## src/hw/rtl/strmq_pkg.sv

```systemverilog
// Shared types and constants for the sparse-table range-minimum engine.
// No dependencies; every other file of the block refers to it by scoped names.
`default_nettype none

package strmq_pkg;

	localparam int DEPTH_DEF  = 1024;
	localparam int LEVELS_DEF = 11;

	localparam int VALUE_W = 32;
	localparam int INDEX_W = 10;
	localparam int LEN_W   = INDEX_W + 1;
	localparam int LOG_W   = 4;
	localparam int OP_W    = 2;
	localparam int S_DATA_W = 56;
	localparam int M_DATA_W = 32;
	localparam int M_USER_W = 2;

	typedef enum logic [OP_W-1:0] {
		OP_APPEND = 2'd0,
		OP_QUERY  = 2'd1,
		OP_CLEAR  = 2'd2
	} op_t;

	typedef enum logic [2:0] {
		ST_IDLE,
		ST_DECODE,
		ST_FILL,
		ST_QREAD_A,
		ST_QREAD_B,
		ST_QRESULT
	} state_t;

	typedef struct packed {
		logic load_in;
		logic clear_count;
		logic append_start;
		logic fill_step;
		logic query_decode;
		logic read_a;
		logic read_b;
		logic result_load;
	} cmd_t;

	typedef struct packed {
		logic [OP_W-1:0] op;
		logic            full;
		logic            more;
		logic            flagged;
		logic            out_free;
	} status_t;

endpackage

`default_nettype wire

```

## src/hw/rtl/strmq_ctrl.sv

```systemverilog
// Sequencer for the range-minimum engine: decodes items and steps the datapath.
// Depends on strmq_pkg for the state, command and status types.
`default_nettype none

module strmq_ctrl (
	input  wire                  clk,
	input  wire                  arst_n,
	input  wire                  in_valid,
	output logic                 in_ready,
	input  strmq_pkg::status_t   status,
	output strmq_pkg::cmd_t      cmd
);

	strmq_pkg::state_t state_q, state_d;

	always_ff @(posedge clk or negedge arst_n) begin
		if (!arst_n) begin
			state_q <= strmq_pkg::ST_IDLE;
		end else begin
			state_q <= state_d;
		end
	end

	always_comb begin
		state_d = state_q;
		case (state_q)
			strmq_pkg::ST_IDLE: begin
				if (in_valid) state_d = strmq_pkg::ST_DECODE;
			end
			strmq_pkg::ST_DECODE: begin
				case (status.op)
					strmq_pkg::OP_APPEND: begin
						if (!status.full && status.more) state_d = strmq_pkg::ST_FILL;
						else state_d = strmq_pkg::ST_IDLE;
					end
					strmq_pkg::OP_QUERY: begin
						if (status.flagged) state_d = strmq_pkg::ST_QRESULT;
						else state_d = strmq_pkg::ST_QREAD_A;
					end
					default: state_d = strmq_pkg::ST_IDLE;
				endcase
			end
			strmq_pkg::ST_FILL: begin
				if (!status.more) state_d = strmq_pkg::ST_IDLE;
			end
			strmq_pkg::ST_QREAD_A: state_d = strmq_pkg::ST_QREAD_B;
			strmq_pkg::ST_QREAD_B: state_d = strmq_pkg::ST_QRESULT;
			strmq_pkg::ST_QRESULT: begin
				if (status.out_free) state_d = strmq_pkg::ST_IDLE;
			end
			default: state_d = strmq_pkg::ST_IDLE;
		endcase
	end

	always_comb begin
		cmd      = '0;
		in_ready = 1'b0;
		case (state_q)
			strmq_pkg::ST_IDLE: begin
				in_ready    = 1'b1;
				cmd.load_in = in_valid;
			end
			strmq_pkg::ST_DECODE: begin
				case (status.op)
					strmq_pkg::OP_APPEND: cmd.append_start = !status.full;
					strmq_pkg::OP_QUERY:  cmd.query_decode = 1'b1;
					strmq_pkg::OP_CLEAR:  cmd.clear_count  = 1'b1;
					default: ;
				endcase
			end
			strmq_pkg::ST_FILL:    cmd.fill_step   = 1'b1;
			strmq_pkg::ST_QREAD_A: cmd.read_a      = 1'b1;
			strmq_pkg::ST_QREAD_B: cmd.read_b      = 1'b1;
			strmq_pkg::ST_QRESULT: cmd.result_load = status.out_free;
			default: ;
		endcase
	end

endmodule

`default_nettype wire

```

## config.mk

```make
export PLATFORM = sky130hd
export DESIGN_NAME = strmq_ctrl
export DESIGN_NICKNAME = d
export VERILOG_FILES = /design/src/hw/rtl/strmq_pkg.sv /design/src/hw/rtl/strmq_ctrl.sv
export SDC_FILE = /design/constraint.sdc
export NUM_CORES = 1
export LEC_CHECK = 0
export BUFFER_PORTS_ARGS = -buffer_cell sky130_fd_sc_hd__clkbuf_2
export CAP_MARGIN = 10
export CELL_PAD_IN_SITES_DETAIL_PLACEMENT = 0
export CELL_PAD_IN_SITES_GLOBAL_PLACEMENT = 1
export CORE_AREA = 4 4 41 43
export CTS_CLUSTER_DIAMETER = 200
export CTS_CLUSTER_SIZE = 28
export DETAILED_ROUTE_END_ITERATION = 16
export DIE_AREA = 0 0 45 47
export PLACE_DENSITY = 0.69
export SYNTH_ARGS = -nofsm -noshare
export SYNTH_HDL_FRONTEND = slang
export SYNTH_SLANG_ARGS = --single-unit
```

## constraint.sdc

```tcl
create_clock -name clk -period 1.6 [get_ports clk]
set_clock_uncertainty 0.1 [all_clocks]
set_input_delay 0.16 -clock clk [delete_from_list [all_inputs] [get_ports clk]]
set_output_delay 0.16 -clock clk [all_outputs]
set_load 0.1 [all_outputs]
```

# Word level (Yosys, flattened, before mapping)
# Index checks and enable logic that the tools add are counted.
[totals]
reg_bits = 3
wordCells = 34
[op_classes]
n_eq_ne = 10
n_mux = 18
reduce_logical = 5
[ops]
columns = ["cell", "count"]
rows = [
  ["3-bit one-hot mux with 6 select lines", 1],
  ["3-bit two-way mux", 4],
  ["1-bit two-way mux", 10],
  ["3-bit by 2-bit equality test with 1-bit output (second input constant)", 2],
  ["3-bit equality test (second input constant)", 2],
  ["2-bit != test (second input constant)", 3],
  ["3-bit one-hot mux with 2 select lines", 1],
  ["2-bit two-way mux", 2],
  ["3-bit by 1-bit equality test with 1-bit output (second input constant)", 1],
  ["3-bit zero test", 1],
  ["3-bit AND reduction", 1],
  ["2-bit by 1-bit equality test with 1-bit output (second input constant)", 1],
  ["2-bit equality test (second input constant)", 1],
  ["2-bit zero test", 1],
  ["1-bit logical AND", 1],
  ["1-bit zero test", 1],
]

# Depth between registers and ports, before layout
[depth]
word_depth = 5
mapped_depth = 4
ltp_nobuf = 3

# Least setup slack after synthesis
# No wires, ideal clock.
[synth_timing]
kind = "register to output"
start = "register state_q[2]"
end = "output port cmd[6] (netlist name)"
arrival_ns = 3.732
required_ns = 1.340
setup_slack_ns = -2.392
path_stages_with_launch = 4
path_cell_list = "dfrtp_1 buf_6 nand2b_1 nor4b_1"
[synth_lines]
columns = ["element", "line_no", "text"]
rows = [
  ["start, declared", "strmq_ctrl.sv:14", "strmq_pkg::state_t state_q, state_d;"],
  ["start signal, assigned", "strmq_ctrl.sv:18", "state_q <= strmq_pkg::ST_IDLE;"],
  ["start signal, assigned", "strmq_ctrl.sv:20", "state_q <= state_d;"],
  ["end, declared", "strmq_ctrl.sv:11", "output strmq_pkg::cmd_t cmd"],
]

==> impl_metrics.tcl <==
set metrics [dict create \
    largest_reg_flops 3 \
    clock_latency_ns 0.23 \
    netlist_area_um2 289 \
    vias 354 \
    cts_made_buffers 3 \
    io_buffers 17 \
    hp-class "in2reg" \
    endpoint_kind "output pin" \
    top_regs "state_q (3)" \
    violations "negative setup slack" \
    yosys_most_used_dff "dfrtp_1" \
    hold_viol 0 \
    start_kind "register" \
    synthToLayoutAreaGrowth_pct 158 \
    drt_first_iter_violations 4 \
    grt.total_usage 0.106 \
    start_util 0.222 \
    n_antenna_cell 0 \
    yosysSeqAreaShare 0.260 \
    arrival_ns 1.43 \
    cts_tree "done" \
    final_nets 73 \
    synthArstFlopShare 1.00 \
    grt_pass1_vias 374 \
    drc 0 \
    via_per_inst 4.54 \
    grt_start_max_net_pins 9 \
    grt_pass1_wl_um 1570 \
    fin_ws_ns -0.0922 \
    ys_seq_elements 3 \
    ys_types 23 \
    rsz0062_at_grt "yes" \
    yosysMostFrequentCell "nor2_1" \
    placed_cells 68 \
    busiest_layer "met2" \
    post_synth_inst_count 34 \
    max_cap_viol_count 0 \
    max-slew-margin-rel 0.821 \
    max_freq_mhz 591 \
    use_met1 0.140 \
    drt-total-wl_um 924 \
    synth_edf_count 0 \
    clock_sinks 3 \
    p_leak_nw 0.304 \
    slew_violations 0 \
    ir_drop_mv 0.822 \
    min_period_ns 1.69 \
    place_congestion 0.775 \
    synth.top_cells.by_area "dfrtp_1 26%, nor4b_4 8.2%, nand3b_1 5.2%, nor2_1 5.2%, nor3b_1 5.2%" \
    period_share 1.06 \
    fillers 120 \
    netlist_top_cells_count "4 x nor2_1, 3 x dfrtp_1" \
    rows 13 \
    antenna_left 0 \
    final_cells 78 \
    overflow 0 \
    yosysTopAreaCellShare 0.260 \
    status "finished, violations left" \
    drive_above_1_share 0.714 \
    firstDrtPassIters 2 \
    die_y_um 47 \
    cts_root_buf "clkbuf_4" \
    dieArea_um2 2120 \
    wire_per_inst_um 11.8 \
    crit_required_ns 1.34 \
    grt_use_met3 0.0230 \
    core-area_um2 1300 \
    ys_warn_count 0 \
    h-tree-depth 1 \
    ios 18 \
    totalPowerFinal_mw 1.62 \
    criticalPathCategory "reg2out" \
    syn-num-nets 43 \
    crit_fanout 3 \
    cts_buffer_depth 2 \
    largest_register "state_q" \
    worstMarginPinSlew_ns 0.267 \
    placed_area_um2 611 \
    setup_violations 4 \
    syn_area_per_cell_um2 8.50 \
    dp_hpwl_um 694 \
    die_w_um 45 \
    design_area_um2 746 \
    yosysTopAreaCell "dfrtp_1" \
    clk_pin_slew_ns 0.04 \
    met2_usage 0.155 \
    antenna_found_initial 0 \
    power.density_nw_per_um2 2180 \
]
-- power by group --
| group | switching [mW] | internal, mW | total, mW |
|---|---|---|---|
| sequential | 0.0511 | 0.113 | 0.164 |
| clock | 0.0414 | 0.0936 | 0.135 |
| combinational | 0.775 | 0.549 | 1.32 |
-- final timing paths --
kind	start	to	slack, ns	cells past startpoint
max in group asynchronous	arst_n	state_q[0]	1.13	2
worst max-delay path	state_q[2]	cmd[5]	-0.09	3
worst min-delay path	status[1]	state_q[2]	0.09	2
worst min register to register	state_q[1]	state_q[0]	0.44	1
min in group asynchronous	arst_n	state_q[1]	0.16	2
worst max register to register	state_q[1]	state_q[1]	0.14	5
-- kinds of logic after synthesis --
family	after synthesis	share of synthesized area
AO/OA/AOI/OAI	7	0.177
AND/OR/NAND/NOR	21	0.493
flip-flops	3	0.260
buffers and inverters	3	0.0692
-- layout by cell type, fill, tap and decap left out, types with 2 or more instances in the layout --
cell and n:
buf_12 10, clkbuf_2 8, buf_4 6, nor2_4 3
clkbuf_4 3, nor3_4 2, nor4b_4 2, and2_4 2
nor2b_1 2, nand3b_1 2, buf_6 2, dfrtp_2 2
-- layout make-up --
class                           instances  area, um^2  share of cell area
Inverter                                1        16.3              0.0218
Clock buffer                            4        26.3              0.0352
Timing Repair Buffer                   27         318               0.426
Multi-Input combinational cell         28         289               0.388
Sequential cell                         3        77.6               0.104
Tap cell                               15        18.8              0.0252
-- metal layers --
layer,vias up,share of wire
met5,-,0
met4,0,0
met3,0,0.045
met2,7,0.49
met1,162,0.46
li1,185,-
-- timing repair --
| item | CTS | global route |
|---|---|---|
| hold buffers | 1 | 0 |
| endpoints found under the setup margin | 8 | 8 |
| setup buffers | 4 | 2 |
| pin swaps | 4 | 2 |
| gates cloned | 0 | 0 |
| endpoints found under the hold margin | 3 | 0 |
| gates resized for setup | 6 | 9 |
-- worst max-delay path, cell delays in order, from the launching register on --
cell     delay [ns]
dfrtp_1        0.41
nor4b_4        0.32
nor3b_4        0.27
buf_12         0.20
-- through the flow --
stage | setup WS [ns] | hold WS [ns] | setup TNS, ns | util
after floorplan | -0.485 | -0.236 | -1.73 | -
after global placement | 0.141 | -0.141 | 0 | 0.469
after detailed placement | 0.0912 | -0.140 | 0 | 0.469
after CTS | -0.110 | 0.0784 | -0.185 | 0.539
after global routing | -0.161 | 0.0856 | -0.525 | 0.573
final | -0.0922 | 0.0889 | -0.154 | 0.573
No activity file was read; power rests on OpenSTA's default activity.
